$ cat src/sv/cci_pkg.sv
// Shared types and constants for the colour calibration and classification block.
`timescale 1ns / 1ps

package cci_pkg;

  // Width of raw frequencies and calibration points
  localparam int unsigned RawBits   = 20;
  // Width of a calibrated level; 255 < 2**LevelBits, so the quotient fits in LevelBits
  localparam int unsigned LevelBits = 8;
  localparam int unsigned DivSteps  = LevelBits;
  localparam int unsigned ThrBlackBits  = 8;
  localparam int unsigned ThrBrightBits = 10;
  localparam int unsigned SumBits   = LevelBits + 2;
  localparam int unsigned PaddrBits = 5;
  localparam int unsigned PdataBits = 32;
  localparam logic [LevelBits-1:0] FullScale = 8'd255;

  typedef enum logic [2:0] {
    CLASS_BLACK = 3'd0,
    CLASS_WHITE = 3'd1,
    CLASS_RED   = 3'd2,
    CLASS_GREEN = 3'd3,
    CLASS_BLUE  = 3'd4,
    CLASS_GRAY  = 3'd5
  } cci_class_e;

  typedef enum logic [2:0] {
    REG_DARK_RED    = 3'd0,
    REG_DARK_GREEN  = 3'd1,
    REG_DARK_BLUE   = 3'd2,
    REG_WHITE_RED   = 3'd3,
    REG_WHITE_GREEN = 3'd4,
    REG_WHITE_BLUE  = 3'd5,
    REG_BLACK_TH    = 3'd6,
    REG_BRIGHT_TH   = 3'd7
  } cci_reg_e;

  typedef struct packed {
    logic [RawBits-1:0] raw_red;
    logic [RawBits-1:0] raw_green;
    logic [RawBits-1:0] raw_blue;
  } cci_in_t;

  typedef struct packed {
    logic [LevelBits-1:0] level_red;
    logic [LevelBits-1:0] level_green;
    logic [LevelBits-1:0] level_blue;
    logic [2:0]           color_class;
    logic                 calibration_bad;
  } cci_out_t;

  typedef struct packed {
    logic [RawBits-1:0]       dark_red;
    logic [RawBits-1:0]       dark_green;
    logic [RawBits-1:0]       dark_blue;
    logic [RawBits-1:0]       white_red;
    logic [RawBits-1:0]       white_green;
    logic [RawBits-1:0]       white_blue;
    logic [ThrBlackBits-1:0]  black_threshold;
    logic [ThrBrightBits-1:0] bright_threshold;
  } cci_cfg_t;

  // Per-channel special cases, resolved at lane entry
  typedef struct packed {
    logic bad;   // white not above dark
    logic low;   // raw at or below dark
    logic high;  // raw at or above white
  } cci_flags_t;

endpackage

$ cat src/sv/cci_regs.sv
// Configuration register bank behind the APB-style port.
`timescale 1ns / 1ps

module cci_regs (
  input  logic                           clk_i,
  input  logic                           rst_ni,
  input  logic                           psel,
  input  logic                           penable,
  input  logic                           pwrite,
  input  logic [cci_pkg::PaddrBits-1:0]  paddr,
  input  logic [cci_pkg::PdataBits-1:0]  pwdata,
  output logic [cci_pkg::PdataBits-1:0]  prdata,
  output logic                           pready,
  output cci_pkg::cci_cfg_t              cfg_o
);
  import cci_pkg::*;

  cci_cfg_t cfg_q;
  cci_reg_e reg_idx;
  logic     wr_en;

  assign reg_idx = cci_reg_e'(paddr[PaddrBits-1:2]);
  assign wr_en   = psel && penable && pwrite;
  assign pready  = 1'b1;
  assign cfg_o   = cfg_q;

  // Register write, values truncated to the register width
  always_ff @(posedge clk_i or negedge rst_ni) begin
    if (!rst_ni) begin
      cfg_q.dark_red         <= RawBits'(4000);
      cfg_q.dark_green       <= RawBits'(4000);
      cfg_q.dark_blue        <= RawBits'(4000);
      cfg_q.white_red        <= RawBits'(50000);
      cfg_q.white_green      <= RawBits'(50000);
      cfg_q.white_blue       <= RawBits'(50000);
      cfg_q.black_threshold  <= ThrBlackBits'(30);
      cfg_q.bright_threshold <= ThrBrightBits'(700);
    end else if (wr_en) begin
      unique case (reg_idx)
        REG_DARK_RED:    cfg_q.dark_red         <= pwdata[RawBits-1:0];
        REG_DARK_GREEN:  cfg_q.dark_green       <= pwdata[RawBits-1:0];
        REG_DARK_BLUE:   cfg_q.dark_blue        <= pwdata[RawBits-1:0];
        REG_WHITE_RED:   cfg_q.white_red        <= pwdata[RawBits-1:0];
        REG_WHITE_GREEN: cfg_q.white_green      <= pwdata[RawBits-1:0];
        REG_WHITE_BLUE:  cfg_q.white_blue       <= pwdata[RawBits-1:0];
        REG_BLACK_TH:    cfg_q.black_threshold  <= pwdata[ThrBlackBits-1:0];
        REG_BRIGHT_TH:   cfg_q.bright_threshold <= pwdata[ThrBrightBits-1:0];
        default:         cfg_q                  <= cfg_q;
      endcase
    end
  end

  // Read-back mux
  always_comb begin
    unique case (reg_idx)
      REG_DARK_RED:    prdata = PdataBits'(cfg_q.dark_red);
      REG_DARK_GREEN:  prdata = PdataBits'(cfg_q.dark_green);
      REG_DARK_BLUE:   prdata = PdataBits'(cfg_q.dark_blue);
      REG_WHITE_RED:   prdata = PdataBits'(cfg_q.white_red);
      REG_WHITE_GREEN: prdata = PdataBits'(cfg_q.white_green);
      REG_WHITE_BLUE:  prdata = PdataBits'(cfg_q.white_blue);
      REG_BLACK_TH:    prdata = PdataBits'(cfg_q.black_threshold);
      REG_BRIGHT_TH:   prdata = PdataBits'(cfg_q.bright_threshold);
      default:         prdata = '0;
    endcase
  end

endmodule

$ cat src/sv/cci_lane.sv
// One calibration lane: entry stage plus a pipelined restoring divider.
`timescale 1ns / 1ps

module cci_lane (
  input  logic                              clk_i,
  input  logic                              en_i,
  input  logic [cci_pkg::RawBits-1:0]       raw_i,
  input  logic [cci_pkg::RawBits-1:0]       dark_i,
  input  logic [cci_pkg::RawBits-1:0]       white_i,
  output logic [cci_pkg::LevelBits-1:0]     level_o,
  output logic                              bad_o
);
  import cci_pkg::*;

  localparam int unsigned ProdBits = RawBits + LevelBits;
  localparam int unsigned Last     = DivSteps - 1;

  // Entry stage
  logic [RawBits-1:0] n0_q;
  logic [RawBits-1:0] den0_q;
  cci_flags_t         flg0_q;
  cci_flags_t         flg0_d;

  // Divider stages; remainder, dividend bits and divisor are not kept after the last step
  logic [RawBits-1:0]   rem_q  [Last];
  logic [LevelBits-1:0] bits_q [Last];
  logic [RawBits-1:0]   den_q  [Last];
  logic [LevelBits-1:0] quo_q  [DivSteps];
  cci_flags_t           flg_q  [DivSteps];

  logic [ProdBits-1:0]  prod;

  // Special cases: bad calibration, below dark, above white
  always_comb begin
    flg0_d.bad  = (white_i <= dark_i);
    flg0_d.low  = (raw_i <= dark_i);
    flg0_d.high = (raw_i >= white_i);
  end

  // Only meaningful when no flag is set, and then 0 < raw - dark < white - dark
  always_ff @(posedge clk_i) begin
    if (en_i) begin
      n0_q   <= raw_i - dark_i;
      den0_q <= white_i - dark_i;
      flg0_q <= flg0_d;
    end
  end

  // n * 255 as (n << 8) - n
  assign prod = {n0_q, {LevelBits{1'b0}}} - {{LevelBits{1'b0}}, n0_q};

  // One quotient bit per stage; the top part of prod is already below the divisor
  for (genvar k = 0; k < DivSteps; k++) begin : g_step
    logic [RawBits-1:0]   rem_in;
    logic [RawBits-1:0]   den_in;
    logic [LevelBits-1:0] bits_in;
    logic [LevelBits-1:0] quo_in;
    cci_flags_t           flg_in;
    logic [RawBits:0]     trial;
    logic [RawBits:0]     diff;
    logic                 ge;

    if (k == 0) begin : g_first
      assign rem_in  = prod[ProdBits-1:LevelBits];
      assign bits_in = prod[LevelBits-1:0];
      assign quo_in  = '0;
      assign den_in  = den0_q;
      assign flg_in  = flg0_q;
    end else begin : g_next
      assign rem_in  = rem_q[k-1];
      assign bits_in = bits_q[k-1];
      assign quo_in  = quo_q[k-1];
      assign den_in  = den_q[k-1];
      assign flg_in  = flg_q[k-1];
    end

    assign trial = {rem_in, bits_in[LevelBits-1]};
    assign diff  = trial - {1'b0, den_in};
    assign ge    = (trial >= {1'b0, den_in});

    always_ff @(posedge clk_i) begin
      if (en_i) begin
        quo_q[k] <= {quo_in[LevelBits-2:0], ge};
        flg_q[k] <= flg_in;
      end
    end

    if (k < Last) begin : g_carry
      always_ff @(posedge clk_i) begin
        if (en_i) begin
          rem_q[k]  <= ge ? diff[RawBits-1:0] : trial[RawBits-1:0];
          bits_q[k] <= {bits_in[LevelBits-2:0], 1'b0};
          den_q[k]  <= den_in;
        end
      end
    end
  end

  // Clamp and special cases
  always_comb begin
    if (flg_q[Last].bad || flg_q[Last].low) begin
      level_o = '0;
    end else if (flg_q[Last].high) begin
      level_o = FullScale;
    end else begin
      level_o = quo_q[Last];
    end
  end

  assign bad_o = flg_q[Last].bad;

endmodule

$ cat src/sv/cci_merge.sv
// Merging stage: channel sum, thresholds and dominant channel.
`timescale 1ns / 1ps

module cci_merge (
  input  logic [cci_pkg::LevelBits-1:0]     red_i,
  input  logic [cci_pkg::LevelBits-1:0]     green_i,
  input  logic [cci_pkg::LevelBits-1:0]     blue_i,
  input  logic [2:0]                        bad_i,
  input  logic [cci_pkg::ThrBlackBits-1:0]  black_th_i,
  input  logic [cci_pkg::ThrBrightBits-1:0] bright_th_i,
  output cci_pkg::cci_out_t                 res_o
);
  import cci_pkg::*;

  logic [SumBits-1:0] total;
  cci_class_e         cls;

  assign total = SumBits'(red_i) + SumBits'(green_i) + SumBits'(blue_i);

  // Black wins over white; then strictly largest channel, else gray
  always_comb begin
    if (total < SumBits'(black_th_i)) begin
      cls = CLASS_BLACK;
    end else if (total > SumBits'(bright_th_i)) begin
      cls = CLASS_WHITE;
    end else if (red_i > green_i && red_i > blue_i) begin
      cls = CLASS_RED;
    end else if (green_i > red_i && green_i > blue_i) begin
      cls = CLASS_GREEN;
    end else if (blue_i > red_i && blue_i > green_i) begin
      cls = CLASS_BLUE;
    end else begin
      cls = CLASS_GRAY;
    end
  end

  always_comb begin
    res_o.level_red       = red_i;
    res_o.level_green     = green_i;
    res_o.level_blue      = blue_i;
    res_o.color_class     = cls;
    res_o.calibration_bad = |bad_i;
  end

endmodule

$ cat src/sv/color_calibrate_classify_top.sv
// Top level: two-point RGB calibration and colour classifier.
`timescale 1ns / 1ps

// Usage
//   Input channel: in_valid_i / in_stall_o carry one cci_in_t per transfer
//   (raw red, green and blue frequencies). Output channel: out_valid_o /
//   out_stall_i carry one cci_out_t per input item, in input order; pready
//   is always high. The user must write registers via the APB-style port at
//   byte address 4*i only while no item is in flight (not enforced here).
// Pipeline and throughput
//   An input transfer loads the entry stage; the item then moves through
//   eight divider stages (one quotient bit each, in every channel's lane)
//   and then the output register, in that order.
//   One item is taken every cycle unless in_stall_o is high.
// Reset
//   rst_ni clears the pipeline and output valid bits and loads
//   the register defaults; nothing needs sweeping.
// Stalls
//   While the output is stalled the pipeline keeps filling; only once its
//   last stage holds an item that cannot leave does the whole pipeline
//   freeze and in_stall_o rise.
module color_calibrate_classify_top (
  input  logic                           clk_i,
  input  logic                           rst_ni,
  input  logic                           in_valid_i,
  output logic                           in_stall_o,
  input  cci_pkg::cci_in_t               in_data_i,
  output logic                           out_valid_o,
  input  logic                           out_stall_i,
  output cci_pkg::cci_out_t              out_data_o,
  input  logic                           psel,
  input  logic                           penable,
  input  logic                           pwrite,
  input  logic [cci_pkg::PaddrBits-1:0]  paddr,
  input  logic [cci_pkg::PdataBits-1:0]  pwdata,
  output logic [cci_pkg::PdataBits-1:0]  prdata,
  output logic                           pready
);
  import cci_pkg::*;

  // Entry stage plus divider stages
  localparam int unsigned Depth = DivSteps + 1;

  cci_cfg_t             cfg;
  logic [Depth-1:0]     vld_q;
  logic                 advance;
  logic                 out_load;
  logic                 out_valid_q;
  cci_out_t             out_data_q;
  cci_out_t             merged;
  logic [LevelBits-1:0] lvl_red;
  logic [LevelBits-1:0] lvl_green;
  logic [LevelBits-1:0] lvl_blue;
  logic [2:0]           bad;

  cci_regs u_regs (
    .clk_i   (clk_i),
    .rst_ni  (rst_ni),
    .psel    (psel),
    .penable (penable),
    .pwrite  (pwrite),
    .paddr   (paddr),
    .pwdata  (pwdata),
    .prdata  (prdata),
    .pready  (pready),
    .cfg_o   (cfg)
  );

  // Pipeline moves unless its last item is blocked by a stalled output
  assign out_load   = vld_q[Depth-1] && (!out_valid_q || !out_stall_i);
  assign advance    = !(vld_q[Depth-1] && out_valid_q && out_stall_i);
  assign in_stall_o = !advance;

  always_ff @(posedge clk_i or negedge rst_ni) begin
    if (!rst_ni) begin
      vld_q <= '0;
    end else if (advance) begin
      vld_q <= {vld_q[Depth-2:0], in_valid_i};
    end
  end

  // Three lanes, one per colour channel
  cci_lane u_lane_red (
    .clk_i   (clk_i),
    .en_i    (advance),
    .raw_i   (in_data_i.raw_red),
    .dark_i  (cfg.dark_red),
    .white_i (cfg.white_red),
    .level_o (lvl_red),
    .bad_o   (bad[0])
  );

  cci_lane u_lane_green (
    .clk_i   (clk_i),
    .en_i    (advance),
    .raw_i   (in_data_i.raw_green),
    .dark_i  (cfg.dark_green),
    .white_i (cfg.white_green),
    .level_o (lvl_green),
    .bad_o   (bad[1])
  );

  cci_lane u_lane_blue (
    .clk_i   (clk_i),
    .en_i    (advance),
    .raw_i   (in_data_i.raw_blue),
    .dark_i  (cfg.dark_blue),
    .white_i (cfg.white_blue),
    .level_o (lvl_blue),
    .bad_o   (bad[2])
  );

  cci_merge u_merge (
    .red_i       (lvl_red),
    .green_i     (lvl_green),
    .blue_i      (lvl_blue),
    .bad_i       (bad),
    .black_th_i  (cfg.black_threshold),
    .bright_th_i (cfg.bright_threshold),
    .res_o       (merged)
  );

  // Output register
  always_ff @(posedge clk_i or negedge rst_ni) begin
    if (!rst_ni) begin
      out_valid_q <= 1'b0;
    end else if (out_load) begin
      out_valid_q <= 1'b1;
    end else if (!out_stall_i) begin
      out_valid_q <= 1'b0;
    end
  end

  always_ff @(posedge clk_i) begin
    if (out_load) begin
      out_data_q <= merged;
    end
  end

  assign out_valid_o = out_valid_q;
  assign out_data_o  = out_data_q;

endmodule
$ cat config.mk
export PLATFORM = sky130hd
export DESIGN_NAME = color_calibrate_classify_top
export DESIGN_NICKNAME = d
export VERILOG_FILES = /design/src/sv/cci_pkg.sv /design/src/sv/cci_regs.sv /design/src/sv/cci_lane.sv /design/src/sv/cci_merge.sv /design/src/sv/color_calibrate_classify_top.sv
export SDC_FILE = /design/constraint.sdc
export NUM_CORES = 2
export LEC_CHECK = 0
export BUFFER_PORTS_ARGS = -buffer_cell sky130_fd_sc_hd__clkbuf_2
export CORE_MARGIN = 5
export CORE_UTILIZATION = 55
export CTS_BUF_LIST = sky130_fd_sc_hd__clkbuf_4 sky130_fd_sc_hd__clkbuf_8
export DETAILED_ROUTE_END_ITERATION = 16
export GPL_ROUTABILITY_DRIVEN = 0
export GPL_TIMING_DRIVEN = 0
export HOLD_SLACK_MARGIN = 0.12
export PLACE_DENSITY = 0.83
export SYNTH_ARGS = -nofsm -noshare
export SYNTH_HDL_FRONTEND = slang
export SYNTH_HIERARCHICAL = 1
export SYNTH_SLANG_ARGS = --single-unit
$ cat constraint.sdc
create_clock -name clk_i -period 16 [get_ports clk_i]
set_input_delay 0.8 -clock clk_i [delete_from_list [all_inputs] [get_ports clk_i]]
set_output_delay 0.8 -clock clk_i [all_outputs]
set_load 0.05 [all_outputs]
==> Yosys cells after proc, flatten, opt, wreduce, memory -nomap -nowiden <==
Memory sizes are Yosys's and may differ from the RTL's.
Index checks and enable logic that the tools add are counted.
{ "totals": {"reg_bits": 305, "latch_bits": 0, "mem_bits_rw": 1251, "romBits": 0, "out_inout_bits": 63, "word_cells": 189, "memories": 15} }
{ "memory_table": {"columns": ["name", "words", "word_bits", "rd", "rd_clocked_by_memory_dff", "wr", "line_no", "rtl"], "rows": [
  ["u_lane_blue.den_q", 7, 20, 7, 0, 7, "cci_lane.sv:27", "logic [RawBits-1:0] den_q [Last];"],
  ["u_lane_blue.rem_q", 7, 20, 7, 0, 7, "cci_lane.sv:25", "logic [RawBits-1:0] rem_q [Last];"],
  ["u_lane_green.den_q", 7, 20, 7, 0, 7, "cci_lane.sv:27", null],
  ["u_lane_green.rem_q", 7, 20, 7, 0, 7, "cci_lane.sv:25", null],
  ["u_lane_red.den_q", 7, 20, 7, 0, 7, "cci_lane.sv:27", null],
  ["u_lane_red.rem_q", 7, 20, 7, 0, 7, "cci_lane.sv:25", null],
  ["9 more memories", null, null, null, null, null, null, null]
]} }
{ "op_classes": {"add_sub_neg": 32, "multipliers": 0, "div": 0, "n_lt_le_gt_ge": 41, "n_eq_ne": 8, "shifts": 0, "mux": 35, "bitwise": 0, "reduce_logical": 26} }
{ "ops": {"columns": ["operator", "n"], "rows": [
  ["$sub 20x20->20", 27],
  ["$ge 21x20->1", 24],
  ["$mux 20", 21],
  ["$pmux 32 s8", 1],
  ["$le 20x20->1", 6],
  ["$sub 28x20->28", 3],
  ["$ge 20x20->1", 3],
  ["$gt 8x8->1", 6],
  ["$mux 8", 6],
  ["$reduce_and 2->1", 8],
  ["$eq 3x3->1 const B", 4],
  ["$add 10x8->10", 1],
  ["$gt 10x10->1", 1],
  ["$lt 10x8->1", 1],
  ["$add 8x8->9", 1],
  ["$logic_and 1x1->1", 8],
  ["$eq 3x2->1 const B", 2],
  ["$mux 1", 5],
  ["$logic_or 1x1->1", 4],
  ["$mux 2", 2],
  ["$reduce_or 4->1", 1],
  ["$eq 3x1->1 const B", 1],
  ["$logic_not 3->1", 1],
  ["$reduce_or 3->1", 1],
  ["other kinds (3)", 4]
]} }

==> Longest topological paths before layout <==
An unclocked memory read counts as a cell.
{ "depth": {"depth_word": 9, "ltp_mapped": 22, "ltp_nobuf": 20} }

==> By module <==
The synthesis kept the hierarchy.
{ "modules_own_cells": {"columns": ["mod", "instances", "cells_each", "area_each_um2"], "rows": [
  ["cci_lane (u_lane_green ...)", 2, 2226, 24888.9],
  ["cci_lane (u_lane_blue)", 1, 2201, 24604.8],
  ["cci_regs", 1, 489, 6590.1],
  ["cci_merge", 1, 218, 1706.6],
  ["color_calibrate_classify_top", 1, 52, 1256.2]
]} }

==> Least setup slack after synthesis <==
OpenSTA, ideal clock, no wires.
{ "synth_path": {"kind": "input -> output", "start": "in out_stall_i", "end": "out in_stall_o", "arrival_time_ns": 8.564, "required_ns": 15.200, "path_slack_ns": 6.636, "cell_stages": 3, "path_buffers": 1, "path_cell_list": "nand3_2 buf_6 inv_1"} }
{ "synth_between": {"elab_chain_len": 1} }
{ "synth_rtl": {"columns": ["item", "line_no", "rtl"], "rows": [
  ["start, declared", "color_calibrate_classify_top.sv:29", "input logic out_stall_i,"],
  ["$logic_and 1x1->1", "color_calibrate_classify_top.sv:71", "assign advance = !(vld_q[Depth-1] && out_valid_q && out_stall_i);"],
  ["end, declared", "color_calibrate_classify_top.sv:26", "output logic in_stall_o,"]
]} }
No other way between the ends.

==> metrics.yaml <==
run_status:
  outcome: "complete, no violations"
sta:
  rsz0062_at_grt: "no"
  tightest_slew_ns: 1.20
  final.setup.tns_ns: 0
  timing.final.crit_share: 0.346
  finalSetupViolCount: 0
  relSlewSlack: 0.196
  finalMaxSlewViolations: 0
  fmax_mhz: 181
  layout_setup_ws_ns: 10.47
  skew_ns: 0.0383
  min_period_ns: 5.53
  finalHoldViolCount: 0
global_route:
  grt_overflow: 0
  grt_max_degree: 206
  antenna_found_initial: 10
  grt_pass1_wl_mm: 305
  grt_pass1_vias: 59200
  grt.total_usage: 0.233
worst_setup_path:
  critPathMaxFanout: 8
  rr_worst_depth: 20
  reg2reg_to: "out_data_o[3]"
  worstSetupPathType: "flop to flop"
  end_kind: "flop"
  cp-startpoint: "u_lane_green/flg_q[1][10]"
  worstPathArrival_ns: 6.27
  r2r_start: "u_lane_green/flg_q[1][10]"
  required_ns: 16.73
  worstSetupEndpoint: "out_data_o[3]"
  worst_setup_path_start_kind: "flop"
  reg2reg_setup_slack_ns: 10.47
synth:
  yosys.area.top_type: "edfxtp_1"
  yosys.area_share.adder: 0.120
  synth_area_leaders: "edfxtp_1 45%, ha_1 11%, inv_1 3.9%"
  yosys.area_share.simple: 0.0911
  synth_commonest_cells: "1261 x edfxtp_1, 865 x inv_1, 747 x ha_1"
  ys.flop_type: "edfxtp_1"
  yosysMostFrequentCell: "edfxtp_1"
  synthMuxAreaShare: 0.0546
  synth_top_area_frac: 0.451
  synth_xor_area_frac: 0.0477
  syn_area_sq_mm: 0.0839
  synth-compound-area-share: 0.141
  seq_area_frac_synth: 0.496
  netlist_instances: 7412
  ys_ff_latch: 1409
  ys_types: 116
  yosysWarnings: 6
  synthArstFlopShare: 0.105
  synth_top_family_by_area: "compound AO/OA/AOI/OAI gates"
  avgSynthCellArea_sq_um: 11.3
  synth_edf_count: 1261
cts:
  cts_resized: 0
  cts_tree: "built"
  root_buffer: "clkbuf_8"
  clock-sinks: 1409
  clkTransAtPathRegs_ns: 0.06
  insertion_delay_ns: 0.94
  cts_buffers: 211
  h-tree-depth: 4
  clock_path_buffers: 3
drt:
  wl_mm: 192
  ant_nets: 0
  drt_iter0_markers: 5159
  viasPerCell: 5.92
  num_vias: 59200
  drc: 0
  wl_per_cell_um: 19.2
  drtPass1Iterations: 12
cells_and_area:
  final_area_sq_mm: 0.0919
  drive_above_1_share: 0.135
  nets: 8671
  area_delta_synth_final_pct: 9.52
  n_fill_cell: 11300
die:
  initial_utilization: 0.553
  fp.dieArea_sq_mm: 0.161
  coreArea_sq_mm: 0.152
  die_y_um: 401
  die_w_um: 401
  fp-row-count: 143
  io_pins: 167
hold_path:
  hold_path.class: "input port to flop"
placement:
  place_hpwl_mm: 145
  dpl_cell_area_sq_mm: 0.0875
  pre_cts_slack_ns: 10.70
  io_buffers: 137
run:
  max_cap_violations: 0
## routing by layer
metal / vias up / global-route usage / routed length (um)
met1: 27900 / 0.279 / 74600
met3: 662 / 0.0421 / 13600
met4: 2 / 0.131 / 11300
met5: - / 0 / 7
li1: 28000 / - / -
met2: 2694 / 0.398 / 92300
## critical path, stage by stage (launching register included)
cell      delay (ns)
edfxtp_1        0.37
nor2_1          0.49
o21a_1          0.39
inv_1           0.13
fa_1            0.51
inv_1           0.08
ha_1            0.16
inv_1           0.07
fa_1            0.46
nor2b_1         0.18
o31a_1          0.20
o21a_1          0.12
nor2_1          0.05
xnor2_1         0.46
ha_1            0.35
a21oi_1         0.13
nor2_1          0.07
a211oi_1        0.34
nor3b_1         0.35
a221oi_1        0.20
nor3b_1         0.24
## how the worst min path moves through the flow
stage / startpoint / to / slack [ns] / cells past startpoint
after floorplan: u_lane_blue/bits_q[0][0] / u_lane_blue/bits_q[1][1] / 0.40 / 0
after global placement: u_lane_blue/flg_q[1][7] / u_lane_blue/flg_q[1][10] / 0.40 / 0
after detailed placement: u_lane_blue/flg_q[0][2] / u_lane_blue/flg_q[0][5] / 0.40 / 0
after CTS: pwdata[16] / u_regs/cfg_o[134] / 0.13 / 2
after global routing: pwdata[19] / u_regs/cfg_o[97] / 0.18 / 2
final: pwdata[15] / u_regs/cfg_o[93] / 0.23 / 2
## layout make-up
type                            instances  area [sq um]  area share
Antenna cell                            6          15.0    0.000163
Buffer                                147           916     0.00996
Clock buffer                          272          3430      0.0373
Clock inverter                        119           993      0.0108
Inverter                              869          3260      0.0355
Multi-Input combinational cell       4998         38200       0.416
Sequential cell                      1409         41600       0.453
Tap cell                             2030          2540      0.0276
Timing Repair Buffer                  148           945      0.0103
## sequential cells by signal, indices dropped and copies added, names as in the netlist, 20 cells and up
| name | flops |
|---|---|
| u_lane_blue/den_q | 140 |
| u_lane_blue/rem_q | 140 |
| u_lane_green/den_q | 140 |
| u_lane_green/rem_q | 140 |
| u_lane_red/den_q | 140 |
| u_lane_red/rem_q | 140 |
| u_regs/cfg_o | 138 |
| u_lane_blue/quo_q | 36 |
| u_lane_green/quo_q | 36 |
| u_lane_red/quo_q | 36 |
| out_data_o | 28 |
| u_lane_blue/bits_q | 28 |
| u_lane_green/bits_q | 28 |
| u_lane_red/bits_q | 28 |
| u_lane_blue/flg_q | 24 |
| u_lane_green/flg_q | 24 |
| u_lane_red/flg_q | 24 |
| u_lane_blue/den0_q | 20 |
| u_lane_blue/n0_q | 20 |
| u_lane_green/den0_q | 20 |
| u_lane_green/n0_q | 20 |
| u_lane_red/den0_q | 20 |
| u_lane_red/n0_q | 20 |
## repair_timing
action | 4_1_cts | 5_1_grt
hold buffers | 3 | 0
endpoints found under the setup margin | 0 | 0
hold endpoints to repair | 59 | 0
buffers inserted | 0 | 0
## through the flow
step,cells,hold WS [ns],utilization
after floorplan,7423,0.400,-
after global routing,9996,0.177,0.605
final,9998,0.228,0.605
after global placement,9590,0.401,0.574
after CTS,9992,0.127,0.605
after detailed placement,9598,0.405,0.576
## placed cells by master, fill, tap and decap left out, types with 102 or more instances in the layout
| cell | netlist | layout |
|---|---|---|
| clkbuf_2 | 0 | 136 |
| o21ai_0 | 367 | 367 |
| nand2_1 | 340 | 340 |
| ha_1 | 747 | 747 |
| nor2_1 | 469 | 469 |
| nor3_1 | 112 | 112 |
| edfxtp_1 | 1261 | 1261 |
| nor2b_1 | 111 | 111 |
| mux2_2 | 240 | 240 |
| nand3_1 | 107 | 107 |
| xnor2_1 | 302 | 302 |
| inv_1 | 865 | 865 |
| dfrtp_1 | 102 | 102 |
| o21a_1 | 150 | 150 |
| clkbuf_8 | 0 | 223 |
| a21oi_1 | 526 | 526 |
| a21o_1 | 165 | 165 |
| xor2_1 | 155 | 155 |
## logic make-up (layout without fill, tap and decap cells)
| family | after synthesis | after routing |
|---|---|---|
| adder cells (fa/ha/maj) | 783 | 783 |
| AND/OR/NAND/NOR | 1542 | 1542 |
| multiplexers | 391 | 391 |
| XOR/XNOR | 457 | 457 |
| AO/OA/AOI/OAI | 1812 | 1812 |
| flip-flops | 1409 | 1409 |
| buffers and inverters | 1016 | 1555 |
| other | 2 | 19 |
Power is left out: the tool's default activity adds up to more than one toggle a clock period on the data nets, which glitch-free logic cannot reach.
